<file path="config.mk">
export PLATFORM = sky130hd
export DESIGN_NAME = line_follow_motor_drive_top
export DESIGN_NICKNAME = d
export VERILOG_FILES = /design/src/hw/rtl/lfmd_pkg.sv /design/src/hw/rtl/line_follow_motor_drive_top.sv /design/src/hw/rtl/lfmd_div.sv
export SDC_FILE = /design/constraint.sdc
export NUM_CORES = 1
export LEC_CHECK = 0
export BUFFER_PORTS_ARGS = -buffer_cell sky130_fd_sc_hd__buf_2
export CORE_ASPECT_RATIO = 2
export CORE_UTILIZATION = 54
export DETAILED_ROUTE_END_ITERATION = 8
export GPL_TIMING_DRIVEN = 0
export PLACE_DENSITY = 0.71
export SYNTH_ARGS = -nofsm -noshare
export SYNTH_HDL_FRONTEND = slang
export SYNTH_SLANG_ARGS = --single-unit
</file>
<file path="constraint.sdc">
create_clock -name clk -period 34.8 [get_ports clk]
set_input_delay 1.74 -clock clk [delete_from_list [all_inputs] [get_ports clk]]
set_output_delay 1.74 -clock clk [all_outputs]
set_load 0.005 [all_outputs]
</file>
<file path="src/hw/rtl/lfmd_pkg.sv">
// package for line follow motor drive: types, constants and helpers
package lfmd_pkg;

	localparam int ErrW = 13;
	localparam int DutyW = 11;

	typedef enum logic [2:0] {
		MODE_NORMAL = 3'd0,
		MODE_SHARP  = 3'd1,
		MODE_LOST   = 3'd2,
		MODE_SETTLE = 3'd3,
		MODE_SEARCH = 3'd4
	} drive_mode_t;

	typedef enum logic [2:0] {
		REG_LEFT_BASE  = 3'd0,
		REG_RIGHT_BASE = 3'd1,
		REG_FLOOR      = 3'd2,
		REG_CEILING    = 3'd3,
		REG_SHARP_THR  = 3'd4,
		REG_COOLDOWN   = 3'd5,
		REG_SETTLE     = 3'd6,
		REG_LOST_FLOOR = 3'd7
	} reg_index_t;

	typedef enum logic [2:0] {
		ST_IDLE,
		ST_DIV,
		ST_DECIDE,
		ST_QUOT,
		ST_FINISH
	} seq_state_t;

	// divider start and result group
	typedef struct packed {
		logic              start;
		logic signed [13:0] dividend;
		logic        [4:0] divisor;
	} div_req_t;

	typedef struct packed {
		logic              done;
		logic signed [13:0] quotient;
	} div_rsp_t;

	typedef struct packed {
		logic [10:0] left_base;
		logic [10:0] right_base;
		logic [10:0] floor;
		logic [10:0] ceiling;
		logic [11:0] sharp_thr;
		logic [7:0]  cooldown;
		logic [7:0]  settle;
		logic [10:0] lost_floor;
	} cfg_t;

	function automatic logic signed [13:0] lim14(input logic signed [13:0] v,
			input logic signed [13:0] hi);
		logic signed [13:0] r;
		r = v;
		if (v < -hi) r = -hi;
		if (v > hi) r = hi;
		return r;
	endfunction

	function automatic logic [10:0] clamp_duty(input logic signed [13:0] t,
			input logic [10:0] flr, input logic [10:0] ceil, input logic use_floor);
		logic [10:0] r;
		r = t[10:0];
		if (t <= 14'sd0) r = '0;
		else if (use_floor && t < $signed({3'b000, flr})) r = flr;
		else if (t > $signed({3'b000, ceil})) r = ceil;
		return r;
	endfunction

endpackage

</file>
<file path="src/hw/rtl/line_follow_motor_drive_top.sv">
// top level of line follow motor drive controller
//  channel | direction | signals
//  sample  | in        | in_valid, in_stall, sensor_mask
//  result  | out       | out_valid, out_stall, left_duty .. steer_correction
//  config  | in        | cfg_we, cfg_index, cfg_data
// an item is accepted in idle, then the sequencer steps through divide, decide, quotient and finish states:
// two passes through the shared divider, the first for the line error and the second for the correction
// the result is registered when the second divider pass completes and is shown in the finish state
// one item at a time; in_stall stays high while an item is at work or its result waits
// reset clears all control state and restores register defaults
module line_follow_motor_drive_top
	import lfmd_pkg::*;
(
	input  logic               clk,
	input  logic               arst_n,
	input  logic               in_valid,
	output logic               in_stall,
	input  logic [6:0]         sensor_mask,
	output logic               out_valid,
	input  logic               out_stall,
	output logic [10:0]        left_duty,
	output logic [10:0]        right_duty,
	output logic [2:0]         drive_mode,
	output logic signed [12:0] line_error,
	output logic               line_seen,
	output logic signed [9:0]  steer_correction,
	input  logic               cfg_we,
	input  logic [2:0]         cfg_index,
	input  logic [11:0]        cfg_data
);

	cfg_t        cfg_q;
	seq_state_t  state_q, state_d;
	div_req_t    dreq;
	div_rsp_t    drsp;

	logic [6:0]  mask_q;
	logic signed [12:0] held_q;
	logic [15:0] lost_q;
	logic        ever_q;
	logic [1:0]  tsign_q;
	drive_mode_t mode_q;
	logic [7:0]  settle_q;
	logic [3:0]  crun_q;
	logic signed [8:0] damp_q;
	logic signed [12:0] prev_q;
	logic [1:0]  erun_q;
	logic [1:0]  brun_q;
	logic [7:0]  cool_q;

	logic signed [13:0] sum;
	logic [2:0]  cnt;
	logic        seen, s1, s4, s7;
	logic signed [12:0] err;
	logic [12:0] aerr;
	logic [1:0]  erun_n, brun_n;
	logic [7:0]  cool_n;
	logic        confirmed, blocked, lost, center;
	drive_mode_t mode_n;
	logic [4:0]  divisor;
	logic [3:0]  crun_n;
	logic        zone, cdamp, flip;
	logic [6:0]  boost;

	always_comb begin
		sum = '0;
		cnt = '0;
		for (int i = 0; i < 7; i++) begin
			if (mask_q[i]) begin
				sum = sum + 14'(signed'(i - 3) * 1000);
				cnt = cnt + 3'd1;
			end
		end
	end

	assign seen = cnt != 3'd0;
	assign s1 = mask_q[0];
	assign s4 = mask_q[3];
	assign s7 = mask_q[6];
	assign err = held_q;
	assign aerr = err[12] ? 13'(-err) : err;

	always_comb begin
		cool_n = (cool_q != 8'd0) ? cool_q - 8'd1 : cool_q;
		if (seen && (s1 || s7)) erun_n = (erun_q < 2'd2) ? erun_q + 2'd1 : erun_q;
		else erun_n = '0;
		if (seen && {1'b0, aerr} >= {1'b0, cfg_q.sharp_thr})
			brun_n = (brun_q < 2'd2) ? brun_q + 2'd1 : brun_q;
		else brun_n = '0;
		confirmed = erun_n == 2'd2 || brun_n == 2'd2;
		if (mode_q == MODE_SHARP && !confirmed) cool_n = cfg_q.cooldown;
		blocked = cool_n != 8'd0 && mode_q != MODE_SHARP;
		lost = !seen && ever_q && tsign_q != 2'd0 && (settle_q != 8'd0 || lost_q >= 16'd3);
		center = seen && s4 && !s1 && !s7 && aerr <= 13'd500;
		crun_n = center ? ((crun_q < 4'd8) ? crun_q + 4'd1 : crun_q) : 4'd0;
		if (lost) mode_n = MODE_LOST;
		else if (!seen) mode_n = MODE_SEARCH;
		else if (confirmed && !blocked) mode_n = MODE_SHARP;
		else if (settle_q != 8'd0) mode_n = MODE_SETTLE;
		else mode_n = MODE_NORMAL;
		case (mode_n)
			MODE_SHARP:  divisor = 5'd8;
			MODE_SETTLE: divisor = 5'd22;
			default:     divisor = 5'd20;
		endcase
		zone = !s1 && !s7 && aerr <= 13'd1000;
		cdamp = zone && s4 && aerr <= 13'd450;
		flip = (prev_q > 0 && err < 0) || (prev_q < 0 && err > 0);
		// boost grows by 15 every five lost samples, up to 90
		boost = (lost_q >= 16'd30) ? 7'd90 :
			(lost_q >= 16'd25) ? 7'd75 :
			(lost_q >= 16'd20) ? 7'd60 :
			(lost_q >= 16'd15) ? 7'd45 :
			(lost_q >= 16'd10) ? 7'd30 :
			(lost_q >= 16'd5) ? 7'd15 : 7'd0;
	end

	always_comb begin
		state_d = state_q;
		case (state_q)
			ST_IDLE:   if (in_valid) state_d = ST_DIV;
			ST_DIV:    if (drsp.done) state_d = ST_DECIDE;
			ST_DECIDE: state_d = ST_QUOT;
			ST_QUOT:   if (drsp.done) state_d = ST_FINISH;
			ST_FINISH: if (!out_stall) state_d = ST_IDLE;
			default:   state_d = ST_IDLE;
		endcase
	end

	always_comb begin
		dreq.start = 1'b0;
		dreq.dividend = sum;
		dreq.divisor = {2'b00, cnt};
		case (state_q)
			ST_DECIDE: begin
				dreq.start = 1'b1;
				dreq.dividend = 14'(err);
				dreq.divisor = divisor;
			end
			default: ;
		endcase
	end

	logic signed [13:0] corr;
	logic signed [13:0] tgt, lt, rt;
	logic signed [8:0]  damp_n;
	logic [10:0] ld, rd;
	logic [7:0]  tmag;
	logic [15:0] tprod;

	always_comb begin
		corr = '0;
		damp_n = damp_q;
		lt = '0;
		rt = '0;
		ld = '0;
		rd = '0;
		tgt = '0;
		tmag = '0;
		tprod = '0;
		case (mode_q)
			MODE_LOST: begin
				corr = (tsign_q == 2'b01) ? 14'sd225 + 14'(boost) : -14'sd225 - 14'(boost);
				corr = lim14(corr, 14'sd470);
				lt = $signed({3'b000, cfg_q.left_base}) - corr;
				rt = $signed({3'b000, cfg_q.right_base}) + corr;
				if (corr >= 0 && lt < $signed({3'b000, cfg_q.lost_floor}))
					lt = $signed({3'b000, cfg_q.lost_floor});
				else if (corr < 0 && rt < $signed({3'b000, cfg_q.lost_floor}))
					rt = $signed({3'b000, cfg_q.lost_floor});
				ld = clamp_duty(lt, cfg_q.floor, cfg_q.ceiling, 1'b0);
				rd = clamp_duty(rt, cfg_q.floor, cfg_q.ceiling, 1'b0);
			end
			MODE_SEARCH: begin
				ld = clamp_duty(14'sd560, cfg_q.floor, cfg_q.ceiling, 1'b1);
				rd = clamp_duty(14'sd533, cfg_q.floor, cfg_q.ceiling, 1'b1);
			end
			MODE_SHARP: begin
				corr = lim14(drsp.quotient, 14'sd380);
				ld = clamp_duty($signed({3'b000, cfg_q.left_base}) - corr,
					cfg_q.floor, cfg_q.ceiling, 1'b0);
				rd = clamp_duty($signed({3'b000, cfg_q.right_base}) + corr,
					cfg_q.floor, cfg_q.ceiling, 1'b0);
			end
			MODE_SETTLE: begin
				corr = lim14(drsp.quotient, 14'sd120);
				ld = clamp_duty(14'sd560 - corr, cfg_q.floor, cfg_q.ceiling, 1'b1);
				rd = clamp_duty(14'sd533 + corr, cfg_q.floor, cfg_q.ceiling, 1'b1);
			end
			default: begin
				tgt = lim14(drsp.quotient, 14'sd150);
				if (cdamp) tgt = '0;
				else if (zone && flip) begin
					// third of the magnitude by reciprocal, truncating toward zero
					tmag = tgt[13] ? 8'(-tgt) : 8'(tgt);
					tprod = 16'(tmag) * 16'd171;
					tgt = tgt[13] ? -14'(tprod[15:9]) : 14'(tprod[15:9]);
				end
				if (zone && (cdamp || flip)) begin
					if (14'(damp_q) < tgt)
						damp_n = (14'(damp_q) + 14'sd20 > tgt) ? 9'(tgt) : damp_q + 9'sd20;
					else if (14'(damp_q) > tgt)
						damp_n = (14'(damp_q) - 14'sd20 < tgt) ? 9'(tgt) : damp_q - 9'sd20;
					else damp_n = 9'(tgt);
				end else damp_n = 9'(tgt);
				corr = 14'(damp_n);
				ld = clamp_duty($signed({3'b000, cfg_q.left_base}) - corr,
					cfg_q.floor, cfg_q.ceiling, 1'b1);
				rd = clamp_duty($signed({3'b000, cfg_q.right_base}) + corr,
					cfg_q.floor, cfg_q.ceiling, 1'b1);
			end
		endcase
	end

	logic start_q;
	div_req_t dreq_mux;
	always_comb begin
		dreq_mux = dreq;
		if (start_q) begin
			dreq_mux.start = 1'b1;
			dreq_mux.dividend = sum;
			dreq_mux.divisor = {2'b00, (cnt == 3'd0) ? 3'd1 : cnt};
		end
	end

	lfmd_div u_div (
		.clk    (clk),
		.arst_n (arst_n),
		.req    (dreq_mux),
		.rsp    (drsp)
	);

	always_ff @(posedge clk or negedge arst_n) begin
		if (!arst_n) begin
			cfg_q <= '{11'd620, 11'd590, 11'd430, 11'd850, 12'd1800, 8'd18, 8'd28, 11'd260};
		end else if (cfg_we) begin
			case (reg_index_t'(cfg_index))
				REG_LEFT_BASE:  cfg_q.left_base <= cfg_data[10:0];
				REG_RIGHT_BASE: cfg_q.right_base <= cfg_data[10:0];
				REG_FLOOR:      cfg_q.floor <= cfg_data[10:0];
				REG_CEILING:    cfg_q.ceiling <= cfg_data[10:0];
				REG_SHARP_THR:  cfg_q.sharp_thr <= cfg_data;
				REG_COOLDOWN:   cfg_q.cooldown <= cfg_data[7:0];
				REG_SETTLE:     cfg_q.settle <= cfg_data[7:0];
				REG_LOST_FLOOR: cfg_q.lost_floor <= cfg_data[10:0];
				default: ;
			endcase
		end
	end

	always_ff @(posedge clk or negedge arst_n) begin
		if (!arst_n) begin
			state_q <= ST_IDLE;
			start_q <= 1'b0;
			held_q <= '0;
			lost_q <= '0;
			ever_q <= 1'b0;
			tsign_q <= '0;
			mode_q <= MODE_NORMAL;
			settle_q <= '0;
			crun_q <= '0;
			damp_q <= '0;
			prev_q <= '0;
			erun_q <= '0;
			brun_q <= '0;
			cool_q <= '0;
		end else begin
			state_q <= state_d;
			start_q <= state_q == ST_IDLE && in_valid;
			case (state_q)
				ST_DIV: if (drsp.done) begin
					if (seen) begin
						ever_q <= 1'b1;
						lost_q <= '0;
						held_q <= drsp.quotient[12:0];
						if (drsp.quotient >= 14'sd700) tsign_q <= 2'b01;
						else if (drsp.quotient <= -14'sd700) tsign_q <= 2'b11;
					end else if (lost_q != 16'hFFFF) lost_q <= lost_q + 16'd1;
				end
				ST_DECIDE: begin
					erun_q <= erun_n;
					brun_q <= brun_n;
					cool_q <= cool_n;
					mode_q <= mode_n;
					case (mode_n)
						MODE_LOST, MODE_SHARP: begin
							settle_q <= cfg_q.settle;
							crun_q <= '0;
							damp_q <= '0;
							prev_q <= '0;
						end
						MODE_SEARCH: begin
							damp_q <= '0;
							prev_q <= '0;
						end
						MODE_SETTLE: begin
							crun_q <= crun_n;
							damp_q <= '0;
							prev_q <= '0;
							settle_q <= (crun_n == 4'd8) ? 8'd0 : settle_q - 8'd1;
						end
						default: crun_q <= crun_n;
					endcase
				end
				ST_QUOT: if (drsp.done && mode_q == MODE_NORMAL) begin
					damp_q <= damp_n;
					prev_q <= err;
				end
				default: ;
			endcase
		end
	end

	always_ff @(posedge clk) begin
		if (state_q == ST_IDLE && in_valid) mask_q <= sensor_mask;
		if (state_q == ST_QUOT && drsp.done) begin
			left_duty <= ld;
			right_duty <= rd;
			drive_mode <= mode_q;
			line_error <= held_q;
			line_seen <= seen;
			steer_correction <= corr[9:0];
		end
	end

	assign in_stall = state_q != ST_IDLE;
	assign out_valid = state_q == ST_FINISH;

	assert property (@(posedge clk) disable iff (!arst_n) out_valid |-> in_stall)
		else $error("item accepted while result pending");
	assert property (@(posedge clk) disable iff (!arst_n)
		(state_q == ST_DECIDE) |=> state_q == ST_QUOT)
		else $error("sequencer skipped quotient step");
	assert property (@(posedge clk) disable iff (!arst_n) crun_q <= 4'd8)
		else $error("centre run overflow");

endmodule

</file>
<file path="src/hw/rtl/lfmd_div.sv">
// shared restoring divider, signed dividend by small unsigned divisor, truncating
module lfmd_div
	import lfmd_pkg::*;
(
	input  logic     clk,
	input  logic     arst_n,
	input  div_req_t req,
	output div_rsp_t rsp
);

	logic [3:0]  cnt_q;
	logic        busy_q;
	logic        done_q;
	logic        neg_q;
	logic [13:0] rem_q;
	logic [13:0] quo_q;
	logic [4:0]  dsr_q;
	logic [14:0] trial;

	assign trial = {rem_q, quo_q[13]} - {10'd0, dsr_q};

	always_ff @(posedge clk or negedge arst_n) begin
		if (!arst_n) begin
			busy_q <= 1'b0;
			cnt_q <= '0;
			done_q <= 1'b0;
		end else begin
			done_q <= 1'b0;
			if (req.start) begin
				busy_q <= 1'b1;
				cnt_q <= '0;
			end else if (busy_q) begin
				cnt_q <= cnt_q + 4'd1;
				if (cnt_q == 4'd13) begin
					busy_q <= 1'b0;
					done_q <= 1'b1;
				end
			end
		end
	end

	always_ff @(posedge clk) begin
		if (req.start) begin
			neg_q <= req.dividend[13];
			quo_q <= req.dividend[13] ? 14'(-req.dividend) : req.dividend;
			rem_q <= '0;
			dsr_q <= req.divisor;
		end else if (busy_q) begin
			if (!trial[14]) begin
				rem_q <= trial[13:0];
				quo_q <= {quo_q[12:0], 1'b1};
			end else begin
				rem_q <= {rem_q[12:0], quo_q[13]};
				quo_q <= {quo_q[12:0], 1'b0};
			end
		end
	end

	assign rsp.done = done_q;
	assign rsp.quotient = neg_q ? -$signed(quo_q) : $signed(quo_q);

	assert property (@(posedge clk) disable iff (!arst_n) rsp.done |-> !busy_q)
		else $error("divider done while busy");
	assert property (@(posedge clk) disable iff (!arst_n) req.start |=> busy_q)
		else $error("divider did not start");
	assert property (@(posedge clk) disable iff (!arst_n) busy_q |-> dsr_q != 5'd0)
		else $error("divider zero divisor");

endmodule
</file>
After elaboration in Yosys (flattened, before gate mapping)
Cells that the tools add are included.
{ "classes": {"add_sub_neg": 38, "n_mul": 1, "order_cmp": 60, "n_eq_ne": 33, "n_mux": 125, "bitwise": 2, "reduce_logical": 70} }
{ "ops": {"columns": ["cell", "count"], "rows": [
  ["$mux W14", 33],
  ["$mux W11", 24],
  ["$pmux W11 S4", 2],
  ["$gt A14 B12 Y1", 6],
  ["$le A14 B1 Y1 const B", 6],
  ["$mux W9", 9],
  ["$lt A14 B12 Y1", 4],
  ["$ge A16 B5 Y1 const B", 3],
  ["$mux W20", 2],
  ["$pmux W10 S4", 1],
  ["$mux W13", 3],
  ["$mux W3", 13],
  ["$ge A16 B4 Y1 const B", 2],
  ["$mux W16", 2],
  ["$mux W8", 4],
  ["$add A12 B14 Y14", 2],
  ["$add A14 B11 Y14 const B", 2],
  ["$add A14 B12 Y14 const B", 2],
  ["$gt A14 B10 Y1 const B", 2],
  ["$lt A14 B10 Y1 const B", 2],
  ["$neg A14 Y14", 2],
  ["$sub A12 B14 Y14", 2],
  ["$gt A13 B1 Y1 const B", 2],
  ["$gt A13 B12 Y1", 2],
  ["80 further kinds", 197]
]} }
{ "word_totals": {"regBits": 264, "inputBits": 27, "word_cells": 366} }

Depth between registers and ports, before layout
{ "depth": {"depth_word": 35, "depth_mapped": 73, "ltp_nobuf": 67} }

By module
From an unflattened synthesis, not the netlist that was laid out.
{ "hier_totals": {"hier_cells": 3329, "area_unflattened_um2": 28000.6} }
{ "modules_own_cells": {"columns": ["module", "n_inst", "cells_per_inst", "area_each_um2", "seq_area_each_um2"], "rows": [
  ["line_follow_motor_drive_top", 1, 3055, 25398.1, 5925.7],
  ["lfmd_div", 1, 274, 2602.5, 1031.0]
]} }

Worst setup path before layout
Ideal clock, no wire load.
{ "synth_path": {"path_kind": "reg-to-reg", "start": "reg u_div.quo_q[1]", "end": "reg left_duty[8] (data pin)", "setup_time_ns": 0.274, "arrival_time_ns": 14.288, "path_slack_ns": 20.237, "path_stages_with_launch": 68, "period_less_slack_ns": 14.563, "path_cell_list": "edfxtp_1 clkbuf_1 inv_1 ha_1 or4b_1 buf_2 o41ai_1 xnor2_1 nand2_1 a2111oi_2 o21ai_0 ha_1 inv_1 a21oi_1 ha_1 fa_1 inv_1 fa_1 [32 not listed] o22ai_1 a31oi_1 a211oi_1 nor4_2 nor4_4 nor2_2 xor2_1 ha_1 nor2_1 a21oi_1 a21o_1 a21oi_1 or2_2 clkbuf_1 nor4_1 a211oi_1 a2bb2oi_1 o31ai_1"} }
{ "synth_between": {"elab_chain_len": 26, "elab_cells_between_ends": 55} }
{ "synth_rtl": {"columns": ["element", "line_no", "source"], "rows": [
  ["start: declaration", "lfmd_div.sv:16", "logic [13:0] quo_q;"],
  ["start signal: assignment", "lfmd_div.sv:45", "quo_q <= req.dividend[13] ? 14'(-req.dividend) : req.dividend;"],
  ["start signal: assignment", "lfmd_div.sv:51", "quo_q <= {quo_q[12:0], 1'b1};"],
  ["start signal: assignment", "lfmd_div.sv:54", "quo_q <= {quo_q[12:0], 1'b0};"],
  ["$neg A14 Y14", "lfmd_div.sv:60", "assign rsp.quotient = neg_q ? -$signed(quo_q) : $signed(quo_q);"],
  ["$mux W14 (*)", "lfmd_div.sv:60", null],
  ["$lt A14 B9 Y1", "lfmd_pkg.sv:61", "if (v < -hi) r = -hi;"],
  ["$mux W14", "lfmd_pkg.sv:61", null],
  ["$mux W14", "lfmd_pkg.sv:62", "if (v > hi) r = hi;"],
  ["$mux W14", "line_follow_motor_drive_top.sv:161", "case (mode_q)"],
  ["$neg A8 Y8", "line_follow_motor_drive_top.sv:195", "tmag = tgt[13] ? 8'(-tgt) : 8'(tgt);"],
  ["$mux W8", "line_follow_motor_drive_top.sv:195", null],
  ["[11 not listed]", null, null],
  ["$mux W9", "line_follow_motor_drive_top.sv:161", null],
  ["$sub A12 B9 Y13", "line_follow_motor_drive_top.sv:207", "ld = clamp_duty($signed({3'b000, cfg_q.left_base}) - corr,"],
  ["$gt A13 B12 Y1", "lfmd_pkg.sv:72", "else if (t > $signed({3'b000, ceil})) r = ceil;"],
  ["$mux W11", "lfmd_pkg.sv:72", null],
  ["$mux W11", "lfmd_pkg.sv:71", "else if (use_floor && t < $signed({3'b000, flr})) r = flr;"],
  ["$mux W11", "lfmd_pkg.sv:70", "if (t <= 14'sd0) r = '0;"],
  ["$pmux W11 S4 (*)", "line_follow_motor_drive_top.sv:161", null],
  ["named net ld[8]", "line_follow_motor_drive_top.sv:147", "logic [10:0] ld, rd;"],
  ["end signal: assignment", "line_follow_motor_drive_top.sv:317", "left_duty <= ld;"],
  ["end: declaration", "line_follow_motor_drive_top.sv:21", "output logic [10:0] left_duty,"]
]} }
Mark *: on every way through the listed nets, which the timed path passes. The rest lies on a longest branch. The select of a mux whose other input is x is not followed.
A chain may end at the register's enable or synchronous reset.

Worst setup path in the final report
{ "layout_path": {"start": "reg u_div.quo_q[5]", "end": "reg left_duty[5] (data pin)"} }
The elaborated chain is that of the path after synthesis.

==> flow_metrics.py <==
metrics = {
    "placement": {
        "dp_cells": 4019,
        "dp_hpwl_um": 90000,
        "gp_congestion": 1.08,
        "port_buffers": 75,
    },
    "die": {
        "die_area_um2": 52100,
        "core.rowCount": 116,
        "die_w_um": 162,
        "io-pin-count": 78,
        "fp.coreArea_um2": 50200,
        "dieHeight_um": 322,
        "initial_core_util_pct": 55.0,
    },
    "sta": {
        "rsz0062_at_grt": "no",
        "setup_violations": 0,
        "finalCritPeriodShare_pct": 54.4,
        "hold_viol": 0,
        "relSlewSlack_pct": -2.80,
        "slew_violations": 4,
        "finalClockSkew_ns": 0.0238,
        "timing.setup.tns_ns": 0,
        "fin_crit_ns": 18.93,
        "max_freq_ghz": 0.0528,
        "worstMarginPinSlew_ns": 1.54,
    },
    "cts": {
        "postCtsSetupBuffers": 0,
        "cts_buffer_depth": 3,
        "cts.reportedPaths.clkPinSlew_ns": 0.07,
        "worstSkewPairLatency_ns": 0.64,
        "holdBufCountCts": 0,
        "cts.sinks": 264,
        "cts_resized": 0,
        "cts_root_buf": "clkbuf_16",
        "cts_inserted_buffers": 27,
        "cts_tree": "built",
        "h-tree-depth": 1,
    },
    "critical_path": {
        "max_stage_delay_ns": 1.03,
        "cp-end-kind": "flop",
        "critPathRequiredTime_ns": 35.16,
        "cp_num_buf_inv": 11,
        "cp.arrival_ns": 19.29,
        "crit_type": "flop to flop",
        "startpoint_type": "flop",
        "critical_path_peak_fanout": 10,
        "critPathSlowestCell": "o32ai_1",
        "crit_family": "compound AO/OA/AOI/OAI gates",
        "crit_top_cell": "a21oi_1",
    },
    "synthesis": {
        "synthArstFlopShare_pct": 65.9,
        "synth_cell_types": 107,
        "synth-edff-count": 76,
        "yosys-top-cells-area": "ha_1 (16%), dfrtp_1 (13%), edfxtp_1 (8.3%), o21ai_0 (4.4%), nand2_1 (3.6%)",
        "synth_ff_type": "dfrtp_1",
        "yosysSeqAreaShare_pct": 25.2,
        "syn_avg_cell_area_um2": 8.40,
        "synth_area_leader_cell": "ha_1",
        "synthCells": 3290,
        "synth_top_area_share_pct": 15.6,
        "netlist_area_um2": 27600,
        "yosys_warnings": 0,
        "synth_seq_cells": 264,
    },
    "run_status": {
        "status": "complete, but fails checks",
        "violations": "max-capacitance violations, max-slew violations",
    },
    "routing": {
        "dr.pass1.iters": 6,
        "wl_per_cell_um": 28.4,
        "num_vias": 27600,
        "drc": 0,
        "drt_iter0_drc": 2610,
        "antenna_left": 0,
        "routed_wl_um": 116000,
        "vias_per_cell": 6.79,
    },
    "global_routing": {
        "antenna_found_initial": 4,
        "grt_overflow": 0,
        "grt_max_degree": 90,
        "grt_pass1_vias": 27700,
        "grt_usage_pct": 44.8,
        "grt_pass1_wl_um": 172000,
    },
    "finish": {
        "final-instance-count-excl-fill": 4072,
        "synthToLayoutAreaGrowth_pct": 8.09,
        "final_net_count": 3790,
        "post_route_cells_drive_above_1_share_pct": 8.71,
        "utilization_pct": 59.5,
    },
    "run": {
        "drv_cap": 3,
    },
    "hold_path": {
        "hp-class": "flop to flop",
    },
}
==> flip-flops by register name (all words and copies together), names as in the netlist, 11 cells and up <==
register     cells
right_duty      11
u_div.rem_q     14
u_div.quo_q     14
cfg_q           83
lost_q          16
left_duty       11
err             13
line_error      13
prev_q          13
==> stage by stage <==
| stage | setup WS [ns] | hold slack [ns] | cell area (um2) |
|---|---|---|---|
| finish | 15.87 | 0.452 | 29900 |
| global placement | 16.45 | 0.438 | 28800 |
| floorplan | 20.24 | 0.423 | 27600 |
| CTS | 16.24 | 0.452 | 29800 |
| detailed placement | 16.32 | 0.430 | 28900 |
| global route | 14.94 | 0.461 | 29900 |
==> area by class of cell <==
class / instances / area (um2)
Antenna cell: 2 / 5.00
Buffer: 149 / 591
Clock buffer: 32 / 768
Clock inverter: 18 / 179
Fill cell: 4562 / 20400
Inverter: 249 / 935
Multi-Input combinational cell: 2631 / 19200
Sequential cell: 264 / 6960
Tap cell: 649 / 812
Timing Repair Buffer: 78 / 440
==> final timing paths <==
check / start / to / slack, ns / depth (start not counted)
max: u_div.quo_q[5]$_DFFE_PP_ / left_duty[5]$_DFFE_PP_ / 15.87 / 66
min: err[7]$_DFFE_PN0P_ / line_error[7]$_DFFE_PP_ / 0.45 / 0
max reg2reg: u_div.quo_q[5]$_DFFE_PP_ / left_duty[5]$_DFFE_PP_ / 15.87 / 66
min in group asynchronous: arst_n / damp_q[2]$_DFFE_PN0P_ / 1.11 / 1
min reg2reg: err[7]$_DFFE_PN0P_ / line_error[7]$_DFFE_PP_ / 0.45 / 0
max in group asynchronous: arst_n / cfg_q[70]$_DFFE_PN1P_ / 32.75 / 2
==> routing by layer <==
metal	global-route usage [%]	wire [um]
met5	0	0
met4	47.2	15000
met3	10.2	8740
met2	77.1	55800
met1	42.0	36200
==> worst reg2reg max path, delay by kind of cell (launching register included) <==
| kind | cells | cell delay, ns |
|---|---|---|
| AOI/OAI and AO/OA | 29 | 7.76 |
| adders and majority gates | 9 | 3.42 |
| buffers and inverters | 11 | 3.03 |
| and+or+nand+nor | 13 | 2.84 |
| xor gates and xnor gates | 3 | 1.00 |
| DFF | 1 | 0.38 |
| muxes | 1 | 0.20 |
==> cells by family after synthesis <==
kind of cell    count (synthesis)  synth area share [%]
compound gates                996                  24.3
mux                           140                  5.41
flops                         264                  25.2
other cells                     2                0.0272
fa+ha+maj                     364                  17.0
xor+xnor                      169                  5.41
simple gates                  957                  17.2
buf+inv                       398                  5.52
==> synth_stat cells, drive strengths merged, types with 55 or more instances <==
cell type  instances
nor2             262
nand3             60
nand2            263
inv              247
a211oi            55
edfxtp            76
mux2i             66
xor2              58
mux2              74
xnor2            110
clkbuf           128
a21o              70
ha               345
o21ai            255
dfrtp            142
a21oi            190
==> placed cells by master, fill, tap and decap left out, types with 17 or more instances in the layout <==
cell type	count
a31oi_1	29
dfstp_2	32
a21o_1	70
nor3_1	45
o22ai_1	27
edfxtp_1	76
nand2_1	263
mux2_2	74
nor2b_1	42
clkbuf_16	30
xnor2_1	109
xor2_1	58
inv_1	246
o21a_1	39
ha_1	345
nand2b_1	52
o31ai_1	27
fa_1	18
or3_1	18
a211o_1	19
nor4_1	39
mux2i_1	66
nor2_1	261
and2_1	17
o211ai_1	44
a211oi_1	53
dfrtp_1	142
nand4_1	36
o21bai_1	19
o21ai_0	240
a22oi_1	31
nand3_1	60
clkbuf_1	129
a21boi_0	19
buf_2	78
and3_1	30
a21oi_1	190
Power is not shown: default switching activity piles up to over one toggle a cycle in this logic, so the estimate is an artifact.
